**src/rtl/kpq_pkg.sv**
```systemverilog
// Package for the keyed priority queue: operation codes and controller/datapath handshake types.
package kpq_pkg;

   localparam int KeyWidth   = 16;
   localparam int PrioWidth  = 16;
   localparam int CountWidth = 5;

   localparam logic [1:0] OP_INSERT     = 2'd0;
   localparam logic [1:0] OP_REMOVE_MAX = 2'd1;
   localparam logic [1:0] OP_UPDATE     = 2'd2;
   localparam logic [1:0] OP_REMOVE_KEY = 2'd3;

   typedef struct packed {
      logic latch;
      logic find;
      logic take;
      logic take_head;
      logic capture;
      logic cmp;
      logic put;
      logic set_ok;
   } kpq_cmd_type;

   typedef struct packed {
      logic [1:0] op;
      logic       hit_any;
      logic       empty;
      logic       full;
   } kpq_sts_type;

endpackage

```
**src/rtl/kpq_if.sv**
```systemverilog
// Request and response channel interfaces of the keyed priority queue.
interface kpq_req_if;
   logic               valid;
   logic               ready;
   logic [1:0]         operation;
   logic [15:0]        key;
   logic signed [15:0] priority_req;

   modport source (output valid, operation, key, priority_req, input ready);
   modport sink (input valid, operation, key, priority_req, output ready);
endinterface

interface kpq_rsp_if;
   logic               valid;
   logic               ready;
   logic               ok;
   logic [15:0]        removed_key;
   logic signed [15:0] removed_priority;
   logic               top_valid;
   logic [15:0]        top_key;
   logic signed [15:0] top_priority;
   logic [4:0]         entry_count;

   modport source (output valid, ok, removed_key, removed_priority, top_valid, top_key,
                   top_priority, entry_count, input ready);
   modport sink (input valid, ok, removed_key, removed_priority, top_valid, top_key,
                 top_priority, entry_count, output ready);
endinterface

```
**src/rtl/keyed_priority_queue.sv**
```systemverilog
// Top level of the keyed priority queue: sorted cell array with its sequencing controller.
// The queue holds up to CAPACITY entries with unique 16-bit keys, sorted by descending
// signed priority; equal priorities keep arrival order.
// A request transfer on req_ch carries an operation (insert, remove maximum, change
// priority, remove by key), a key and a priority. Every request yields exactly one
// response transfer on rsp_ch with the success flag, the removed entry, the head
// entry and the entry count after the operation.
// The response is valid once the request has passed its working steps: a successful insert
// or priority change goes through key search, removal (priority change only), priority
// compare and placement; every other request goes through key search and, if it
// succeeds, removal.
// The block holds one request at a time and accepts the next one in the cycle after the
// response transfer, so it takes no new request while one is in progress or while its
// response waits for rsp_ch.ready.
// While the response is not taken, the response fields hold still and no new request
// is accepted.
// Reset empties the queue; no clearing pass is needed.
module keyed_priority_queue #(
   parameter int CAPACITY = 16
) (
   input logic      clock,
   input logic      reset,
   kpq_req_if.sink   req_ch,
   kpq_rsp_if.source rsp_ch
);
   import kpq_pkg::*;

   kpq_cmd_type cmd;
   kpq_sts_type sts;

   kpq_ctrl u_ctrl (
      .clock     (clock),
      .reset     (reset),
      .req_valid (req_ch.valid),
      .req_ready (req_ch.ready),
      .rsp_valid (rsp_ch.valid),
      .rsp_ready (rsp_ch.ready),
      .sts       (sts),
      .cmd       (cmd)
   );

   kpq_datapath #(
      .CAPACITY (CAPACITY)
   ) u_datapath (
      .clock                (clock),
      .reset                (reset),
      .cmd                  (cmd),
      .sts                  (sts),
      .req_operation        (req_ch.operation),
      .req_key              (req_ch.key),
      .req_priority_req     (req_ch.priority_req),
      .rsp_ok               (rsp_ch.ok),
      .rsp_removed_key      (rsp_ch.removed_key),
      .rsp_removed_priority (rsp_ch.removed_priority),
      .rsp_top_valid        (rsp_ch.top_valid),
      .rsp_top_key          (rsp_ch.top_key),
      .rsp_top_priority     (rsp_ch.top_priority),
      .rsp_entry_count      (rsp_ch.entry_count)
   );

endmodule

```
**src/rtl/kpq_ctrl.sv**
```systemverilog
// Sequencing state machine of the keyed priority queue.
module kpq_ctrl (
   input  logic                 clock,
   input  logic                 reset,
   input  logic                 req_valid,
   output logic                 req_ready,
   output logic                 rsp_valid,
   input  logic                 rsp_ready,
   input  kpq_pkg::kpq_sts_type sts,
   output kpq_pkg::kpq_cmd_type cmd
);
   import kpq_pkg::*;

   localparam logic [2:0] S_IDLE = 3'd0;
   localparam logic [2:0] S_FIND = 3'd1;
   localparam logic [2:0] S_EXEC = 3'd2;
   localparam logic [2:0] S_CMP  = 3'd3;
   localparam logic [2:0] S_PUT  = 3'd4;
   localparam logic [2:0] S_RESP = 3'd5;

   logic [2:0] state_ff;
   logic [2:0] state_in;

   always_ff @(posedge clock) begin
      if (reset) begin
         state_ff <= S_IDLE;
      end else begin
         state_ff <= state_in;
      end
   end

   always_comb begin
      state_in  = state_ff;
      cmd       = '0;
      req_ready = 1'b0;
      rsp_valid = 1'b0;
      unique case (state_ff)
         S_IDLE: begin
            req_ready = 1'b1;
            if (req_valid) begin
               cmd.latch = 1'b1;
               state_in  = S_FIND;
            end
         end
         S_FIND: begin
            cmd.find = 1'b1;
            state_in = S_EXEC;
         end
         S_EXEC: begin
            state_in = S_RESP;
            case (sts.op)
               OP_INSERT: begin
                  if (!sts.hit_any && !sts.full) begin
                     state_in = S_CMP;
                  end
               end
               OP_REMOVE_MAX: begin
                  if (!sts.empty) begin
                     cmd.take      = 1'b1;
                     cmd.take_head = 1'b1;
                     cmd.capture   = 1'b1;
                     cmd.set_ok    = 1'b1;
                  end
               end
               OP_UPDATE: begin
                  if (sts.hit_any) begin
                     cmd.take = 1'b1;
                     state_in = S_CMP;
                  end
               end
               default: begin
                  if (sts.hit_any) begin
                     cmd.take    = 1'b1;
                     cmd.capture = 1'b1;
                     cmd.set_ok  = 1'b1;
                  end
               end
            endcase
         end
         S_CMP: begin
            cmd.cmp  = 1'b1;
            state_in = S_PUT;
         end
         S_PUT: begin
            cmd.put    = 1'b1;
            cmd.set_ok = 1'b1;
            state_in   = S_RESP;
         end
         S_RESP: begin
            rsp_valid = 1'b1;
            if (rsp_ready) begin
               state_in = S_IDLE;
            end
         end
         default: begin
            state_in = S_IDLE;
         end
      endcase
   end

endmodule

```
**src/rtl/kpq_datapath.sv**
```systemverilog
// Sorted cell array with parallel key and priority compares, shift logic and response fields.
module kpq_datapath #(
   parameter int CAPACITY = 16
) (
   input  logic                          clock,
   input  logic                          reset,
   input  kpq_pkg::kpq_cmd_type          cmd,
   output kpq_pkg::kpq_sts_type          sts,
   input  logic [1:0]                    req_operation,
   input  logic [kpq_pkg::KeyWidth-1:0]  req_key,
   input  logic signed [kpq_pkg::PrioWidth-1:0] req_priority_req,
   output logic                          rsp_ok,
   output logic [kpq_pkg::KeyWidth-1:0]  rsp_removed_key,
   output logic signed [kpq_pkg::PrioWidth-1:0] rsp_removed_priority,
   output logic                          rsp_top_valid,
   output logic [kpq_pkg::KeyWidth-1:0]  rsp_top_key,
   output logic signed [kpq_pkg::PrioWidth-1:0] rsp_top_priority,
   output logic [kpq_pkg::CountWidth-1:0] rsp_entry_count
);
   import kpq_pkg::*;

   localparam int CW = $clog2(CAPACITY + 1);

   logic [KeyWidth-1:0]         key_ff [CAPACITY];
   logic [KeyWidth-1:0]         key_in [CAPACITY];
   logic signed [PrioWidth-1:0] prio_ff [CAPACITY];
   logic signed [PrioWidth-1:0] prio_in [CAPACITY];
   logic [CW-1:0]               count_ff;
   logic [CW-1:0]               count_in;
   logic [CAPACITY-1:0]         hit_ff;
   logic [CAPACITY-1:0]         hit_in;
   logic [CAPACITY-1:0]         ge_ff;
   logic [CAPACITY-1:0]         ge_in;
   logic [1:0]                  op_ff;
   logic [KeyWidth-1:0]         rkey_ff;
   logic signed [PrioWidth-1:0] rprio_ff;
   logic                        ok_ff;
   logic [KeyWidth-1:0]         rem_key_ff;
   logic [KeyWidth-1:0]         rem_key_in;
   logic signed [PrioWidth-1:0] rem_prio_ff;
   logic signed [PrioWidth-1:0] rem_prio_in;
   logic [CAPACITY-1:0]         sel;
   logic [CAPACITY-1:0]         shl;
   logic [CW+CountWidth-1:0]    count_ext;

   always_comb begin
      for (int i = 0; i < CAPACITY; i++) begin
         hit_in[i] = (CW'(i) < count_ff) && (key_ff[i] == rkey_ff);
         ge_in[i]  = (CW'(i) < count_ff) && (prio_ff[i] >= rprio_ff);
      end
      sel = cmd.take_head ? CAPACITY'(1) : hit_ff;
      shl[0] = sel[0];
      for (int i = 1; i < CAPACITY; i++) begin
         shl[i] = shl[i-1] | sel[i];
      end
      rem_key_in  = '0;
      rem_prio_in = '0;
      for (int i = 0; i < CAPACITY; i++) begin
         rem_key_in  = rem_key_in | ({KeyWidth{sel[i]}} & key_ff[i]);
         rem_prio_in = rem_prio_in | ({PrioWidth{sel[i]}} & prio_ff[i]);
      end
      count_in = count_ff;
      for (int i = 0; i < CAPACITY; i++) begin
         key_in[i]  = key_ff[i];
         prio_in[i] = prio_ff[i];
      end
      if (cmd.take) begin
         count_in = count_ff - CW'(1);
         for (int i = 0; i < CAPACITY - 1; i++) begin
            if (shl[i]) begin
               key_in[i]  = key_ff[i+1];
               prio_in[i] = prio_ff[i+1];
            end
         end
      end else if (cmd.put) begin
         count_in = count_ff + CW'(1);
         for (int i = 0; i < CAPACITY; i++) begin
            if (!ge_ff[i]) begin
               if (i == 0 || ge_ff[(i == 0) ? 0 : i-1]) begin
                  key_in[i]  = rkey_ff;
                  prio_in[i] = rprio_ff;
               end else begin
                  key_in[i]  = key_ff[(i == 0) ? 0 : i-1];
                  prio_in[i] = prio_ff[(i == 0) ? 0 : i-1];
               end
            end
         end
      end
   end

   always_ff @(posedge clock) begin
      if (reset) begin
         count_ff <= '0;
      end else begin
         count_ff <= count_in;
      end
      for (int i = 0; i < CAPACITY; i++) begin
         key_ff[i]  <= key_in[i];
         prio_ff[i] <= prio_in[i];
      end
      if (cmd.latch) begin
         op_ff       <= req_operation;
         rkey_ff     <= req_key;
         rprio_ff    <= req_priority_req;
         ok_ff       <= 1'b0;
         rem_key_ff  <= '0;
         rem_prio_ff <= '0;
      end else begin
         if (cmd.set_ok) begin
            ok_ff <= 1'b1;
         end
         if (cmd.capture) begin
            rem_key_ff  <= rem_key_in;
            rem_prio_ff <= rem_prio_in;
         end
      end
      if (cmd.find) begin
         hit_ff <= hit_in;
      end
      if (cmd.cmp) begin
         ge_ff <= ge_in;
      end
   end

   assign sts.op      = op_ff;
   assign sts.hit_any = |hit_ff;
   assign sts.empty   = (count_ff == '0);
   assign sts.full    = (count_ff == CW'(CAPACITY));

   assign count_ext            = {{CountWidth{1'b0}}, count_ff};
   assign rsp_ok               = ok_ff;
   assign rsp_removed_key      = rem_key_ff;
   assign rsp_removed_priority = rem_prio_ff;
   assign rsp_top_valid        = (count_ff != '0);
   assign rsp_top_key          = rsp_top_valid ? key_ff[0] : '0;
   assign rsp_top_priority     = rsp_top_valid ? prio_ff[0] : '0;
   assign rsp_entry_count      = count_ext[CountWidth-1:0];

endmodule

```
**src/flat_wrapper.sv**
```systemverilog
// flat-port wrapper written by rule: the top's interface ports become plain ports
module keyed_priority_queue_flat import kpq_pkg::*;
#(
   parameter int CAPACITY = 16
)
  (clock, reset, req_ch_valid, req_ch_operation, req_ch_key, req_ch_priority_req, req_ch_ready, rsp_ch_valid, rsp_ch_ok, rsp_ch_removed_key, rsp_ch_removed_priority, rsp_ch_top_valid, rsp_ch_top_key, rsp_ch_top_priority, rsp_ch_entry_count, rsp_ch_ready);
  kpq_req_if req_ch_i ();
  kpq_rsp_if rsp_ch_i ();
  input logic clock;
  input logic reset;
  input wire logic [$bits(req_ch_i.valid)-1:0] req_ch_valid;
  input wire logic [$bits(req_ch_i.operation)-1:0] req_ch_operation;
  input wire logic [$bits(req_ch_i.key)-1:0] req_ch_key;
  input wire logic [$bits(req_ch_i.priority_req)-1:0] req_ch_priority_req;
  output wire logic [$bits(req_ch_i.ready)-1:0] req_ch_ready;
  output wire logic [$bits(rsp_ch_i.valid)-1:0] rsp_ch_valid;
  output wire logic [$bits(rsp_ch_i.ok)-1:0] rsp_ch_ok;
  output wire logic [$bits(rsp_ch_i.removed_key)-1:0] rsp_ch_removed_key;
  output wire logic [$bits(rsp_ch_i.removed_priority)-1:0] rsp_ch_removed_priority;
  output wire logic [$bits(rsp_ch_i.top_valid)-1:0] rsp_ch_top_valid;
  output wire logic [$bits(rsp_ch_i.top_key)-1:0] rsp_ch_top_key;
  output wire logic [$bits(rsp_ch_i.top_priority)-1:0] rsp_ch_top_priority;
  output wire logic [$bits(rsp_ch_i.entry_count)-1:0] rsp_ch_entry_count;
  input wire logic [$bits(rsp_ch_i.ready)-1:0] rsp_ch_ready;
  assign req_ch_i.valid = req_ch_valid;
  assign req_ch_i.operation = req_ch_operation;
  assign req_ch_i.key = req_ch_key;
  assign req_ch_i.priority_req = req_ch_priority_req;
  assign req_ch_ready = req_ch_i.ready;
  assign rsp_ch_valid = rsp_ch_i.valid;
  assign rsp_ch_ok = rsp_ch_i.ok;
  assign rsp_ch_removed_key = rsp_ch_i.removed_key;
  assign rsp_ch_removed_priority = rsp_ch_i.removed_priority;
  assign rsp_ch_top_valid = rsp_ch_i.top_valid;
  assign rsp_ch_top_key = rsp_ch_i.top_key;
  assign rsp_ch_top_priority = rsp_ch_i.top_priority;
  assign rsp_ch_entry_count = rsp_ch_i.entry_count;
  assign rsp_ch_i.ready = rsp_ch_ready;
  keyed_priority_queue #(.CAPACITY(CAPACITY)) u_core (.clock(clock), .reset(reset), .req_ch(req_ch_i), .rsp_ch(rsp_ch_i));
endmodule
```
**config.mk**
```make
export PLATFORM = sky130hd
export DESIGN_NAME = keyed_priority_queue_flat
export DESIGN_NICKNAME = d
export VERILOG_FILES = /design/src/rtl/kpq_pkg.sv /design/src/rtl/kpq_if.sv /design/src/rtl/keyed_priority_queue.sv /design/src/rtl/kpq_ctrl.sv /design/src/rtl/kpq_datapath.sv /design/src/flat_wrapper.sv
export SDC_FILE = /design/constraint.sdc
export NUM_CORES = 2
export LEC_CHECK = 0
export ABC_AREA = 1
export BUFFER_PORTS_ARGS = -buffer_cell sky130_fd_sc_hd__buf_2
export CELL_PAD_IN_SITES_DETAIL_PLACEMENT = 1
export CELL_PAD_IN_SITES_GLOBAL_PLACEMENT = 2
export CORE_UTILIZATION = 40
export DETAILED_ROUTE_END_ITERATION = 12
export PLACE_DENSITY = 0.77
export SKIP_LAST_GASP = 1
export SLEW_MARGIN = 20
export SYNTH_ARGS = -nofsm -noshare
export SYNTH_HDL_FRONTEND = slang
export SYNTH_HIERARCHICAL = 1
export SYNTH_SLANG_ARGS = --single-unit
```
**constraint.sdc**
```tcl
create_clock -name clock -period 5.8 [get_ports clock]
set_input_delay 1.16 -clock clock [delete_from_list [all_inputs] [get_ports clock]]
set_output_delay 1.16 -clock clock [all_outputs]
set_load 0.05 [all_outputs]
```
After elaboration in Yosys (flattened, before gate mapping)
Memories as Yosys holds them, arrays and structs flattened.
Index checks and enable logic that the tools add are counted.

operators by class
  add/sub/neg operators = 2
  $lt $le $gt $ge = 32
  equality and inequality tests = 26
  muxes and demuxes = 125
  bitwise operators = 76
  reduce and logical (&&, ||, !) cells = 43

operators with widths
  cell                 number
  $mux 16              97
  $and 16x16->16       32
  $mux 256             2
  $mux 240             2
  $or 16x16->16        30
  $eq 16x16->1         16
  $ge 16x16->1         16
  $lt 4x5->1 const A   8
  $logic_and 1x1->1    33
  $lt 3x5->1 const A   4
  $mux 3               6
  $pmux 3 s6           1
  $reduce_or 16->1     1
  $or 1x1->1           14
  $lt 1x5->1 const A   2
  $lt 2x5->1 const A   2
  $mux 1               10
  $mux 5               2
  $pmux 1 s2           4
  $eq 3x2->1 const B   2
  $eq 3x3->1 const B   2
  $pmux 3 s2           1
  $add 5x1->5 const B  1
  $eq 5x5->1 const B   1
  13 further kinds     15

word-level totals
  register bits after elaboration = 107
  bits in writable memories = 512
  input port bits = 38
  output and inout port bits = 73
  word-level logic and storage cells = 316
  memories kept = 2

memories
  name                       words  width  rd ports  clocked after memory_dff  write ports  RTL line            source
  u_core.u_datapath.key_ff   16     16     16        0                         16           kpq_datapath.sv:24  logic [KeyWidth-1:0] key_ff [CAPACITY];
  u_core.u_datapath.prio_ff  16     16     16        0                         16           kpq_datapath.sv:26  logic signed [PrioWidth-1:0] prio_ff [CAPACITY];

Logic depth before layout (Yosys ltp)
  depth after elaboration = 21
  mapped depth = 17
  gate-level depth less buffers = 16

Hierarchy
The synthesis kept the hierarchy.

by module, submodules not included
  module        instances  cells each  area an instance (sq um)  seq. area each (sq um)
  kpq_datapath  1          4472        39261.4                   18117.4
  kpq_ctrl      1          53          286.5                     60.1

Worst setup path before layout
OpenSTA, ideal clock, no wires.

  path kind = register -> register
  start = register u_core/u_datapath/rsp_entry_count[1] (netlist name)
  end = memory u_core.u_datapath.key_ff[5][0], in the netlist u_core/u_datapath/key_ff[0][80] (enable)
  library setup time = 466 ps
  data arrival time = 4473 ps
  data required time = 5334 ps
  setup slack = 861 ps
  cell stages (with the launch flop) = 15
  buffers on the path = 4
  clock period less this slack = 4939 ps
  cells stage by stage = dfxtp_1 inv_1 ha_1 nand3_1 nor2_1 inv_1 nand2_1 a21oi_4 buf_2 nor2_2 inv_2 buf_2 buf_2 clkbuf_1 o21ai_0

RTL lines
  item           RTL line
  end, declared  kpq_datapath.sv:24

==> flow_summary.ini <==
[run_status]
outcome = complete, no violations

[synth]
synthArstFlopShare_pct = 0
syn_area_um2 = 39500
synth-warning-count = 6
synth_cells = 4525
synth_cell_types = 48
synth_ff_type = edfxtp_1
yosysSeqAreaShare_pct = 46.0
syn_avg_cell_area_um2 = 8.74
ys_ff_latch = 619
synth_nets = 4822
synth_edf_count = 578

[worst_setup_path]
cp_top_family = simple AND/OR/NAND/NOR gates
cp.depth = 14
cpMaxStageDelayCell = nand2_2
worst_r2r_path_depth = 14
required_ns = 6.29
critPathLaunchType = flop
worstSetupPathType = reg -> reg
cp_cell_sequence = inv_1 -> ha_1 -> nand3_1 -> nor2_1 -> inv_1 -> nand2_1 -> nor2_1 -> inv_2 -> nand2_2 -> inv_2 -> a21oi_1 -> o21ai_0 -> nor4_1 -> a21oi_1
worstSetupEndpointType = flop
path_buf_inv = 4
critPathMaxStageDelay_ns = 0.80
worst_ep_arrival_time_ns = 5.40
critPathMaxFanout = 19

[sta]
setup_violations = 0
fmax_ghz = 0.204
relSlewSlack_pct = 23.8
rsz0062_at_grt = false
setup_slack_ns = 0.893
fin_crit_ns = 4.91
slew_violations = 0
setup_tns_ns = 0
worst_slew_pin_slew_ns = 1.14
finClkSkew_ns = 0.0253
finalHoldViolCount = 0
period_share_pct = 84.6

[routing]
drt-total-wl_um = 192000
first_pass_iters = 6
ant_nets = 0
wl_per_cell_um = 32.7
drc = 0
vias_per_cell = 6.57
vias = 38600
drtIter0Drc = 4788

[cells_and_area]
area_growth_pct = 11.4
finalNonFillerCells = 5868
final_common_cell = nand2_1
fill_cells = 11400
fin_util_pct = 45.3
nNetsFinal = 4822
drive_above_1_share_pct = 9.32
layout_common_cells = nand2_1, o22ai_1, edfxtp_1
final_area_um2 = 44000

[placed_design]
pre_cts_slack_ns = 1.28
placed_area_um2 = 41600
place.detailed.hpwl_um = 144000
dp_cells = 5718
port_buffers = 110
routabilityCongestion = 0.989

[job]
maxCapViolCount = 0

[clock_network]
cts_num_sinks = 619
clock_tree.buffer_depth = 3
numCtsBuffers = 79
root_buffer = clkbuf_16
cts_max_level = 3
clock_latency_ns = 0.67
cts_tree = built
postCtsResizedCells = 0
clk_pin_slew_worst_paths_ns = 0.06
ctsHoldBuffers = 0
post-cts-setup-buffers = 0

[min_path]
min_path_type = reg -> reg
holdPathStages = 2

[global_routing]
grt_max_degree = 155
grt_pass1_vias = 37300
track_usage_pct = 37.6
grt_pass1_wl_um = 271000
antenna_found_initial = 4
overflow = 0

[die]
io_pins = 111
num_rows = 114
core_area_um2 = 97300
die_height_um = 316
fp.dieW_um = 316
start_util_pct = 40.7
die_area_um2 = 100000

[power_and_ir_drop]
ir_drop_v = 0.000228
power_leakage_nw = 17.9
power.density_nw_per_um2 = 333
synthesized netlist by cell type, types with 30 or more instances:
cell	instances	area [um^2]
xor2_1	54	473
nand4_1	37	231
nand2_1	745	2800
o22ai_1	632	3950
nor2_1	183	687
inv_1	508	1910
nand3_1	110	551
ha_1	259	3240
a21oi_1	213	1070
o21ai_0	517	2590
dfxtp_1	41	821
a221oi_1	87	762
edfxtp_1	578	17400
buf_1	30	113
buf_2	118	591
nor4_1	37	231
clkbuf_1	141	529
kinds of logic (layout without fill, tap and decap cells):
group,after synthesis,after routing,synth area share (%)
adders and majority gates,259,259,8.19
other,0,2,0
xor gates and xnor gates,72,72,1.59
buffers and inverters,835,900,8.47
DFF,619,619,46.0
and+or+nand+nor,1184,1184,12.5
AOI/OAI and AO/OA,1556,1556,23.3
sequential cells by signal, indices dropped and copies added (netlist names):
register	count
u_core/u_datapath/op_ff	2
u_core/u_datapath/rsp_removed_priority	16
u_core/u_datapath/rprio_ff	16
u_core/u_datapath/rsp_ok	1
u_core/u_datapath/rsp_entry_count	5
u_core/u_datapath/rsp_removed_key	16
u_core/u_ctrl/state_ff	3
u_core/u_datapath/hit_ff	16
u_core/u_datapath/key_ff	256
u_core/u_datapath/rkey_ff	16
u_core/u_datapath/ge_ff	16
u_core/u_datapath/prio_ff	256
worst register-to-register path, delay by kind of cell (launching register included):
family / cells / cell delay (ns)
AO/OA/AOI/OAI: 3 / 0.67
adder cells (fa/ha/maj): 1 / 0.23
buffers and inverters: 4 / 1.10
flip-flops: 1 / 0.49
AND/OR/NAND/NOR: 6 / 2.24
stage by stage:
step / total power, W / hold slack [ns]
floorplan: 0.00810 / 0.522
global placement: 0.00960 / 0.455
detailed placement: 0.00972 / 0.461
CTS: 0.0145 / 0.477
global route: 0.0151 / 0.511
finish: 0.0147 / 0.473
where the power goes:
group / switching [W] / total, W / internal, W
clock network: 0.00212 / 0.00485 / 0.00273
logic: 0.00285 / 0.00388 / 0.00103
registers: 0.000472 / 0.00592 / 0.00545
path summary, 6_finish.rpt:
| path | startpoint | to | slack, ns |
|---|---|---|---|
| max | u_core/u_datapath/rsp_entry_count[0] | u_core/u_datapath/rsp_removed_priority[4] | 0.89 |
| min | u_core/u_datapath/rsp_ok | u_core/u_datapath/rsp_ok | 0.47 |
| max reg2reg | u_core/u_datapath/rsp_entry_count[0] | u_core/u_datapath/rsp_removed_priority[4] | 0.89 |
| min reg2reg | u_core/u_datapath/rsp_ok | u_core/u_datapath/rsp_ok | 0.47 |
layer usage:
layer / wire (um) / global-route usage (%)
met1: 83400 / 54.1
met3: 23300 / 11.1
met5: 27 / 0
met2: 78800 / 53.4
met4: 6250 / 12.3
final cells by class:
| class | instances | area (um^2) | area share [%] |
|---|---|---|---|
| Clock buffer | 112 | 2160 | 4.91 |
| Inverter | 530 | 2000 | 4.55 |
| Clock inverter | 34 | 251 | 0.571 |
| Antenna cell | 2 | 5.00 | 0.0114 |
| Tap cell | 1276 | 1600 | 3.62 |
| Timing Repair Buffer | 224 | 1570 | 3.57 |
| Sequential cell | 619 | 18200 | 41.3 |
| Multi-Input combinational cell | 3071 | 18300 | 41.5 |
(Power assumes the default switching activity.)
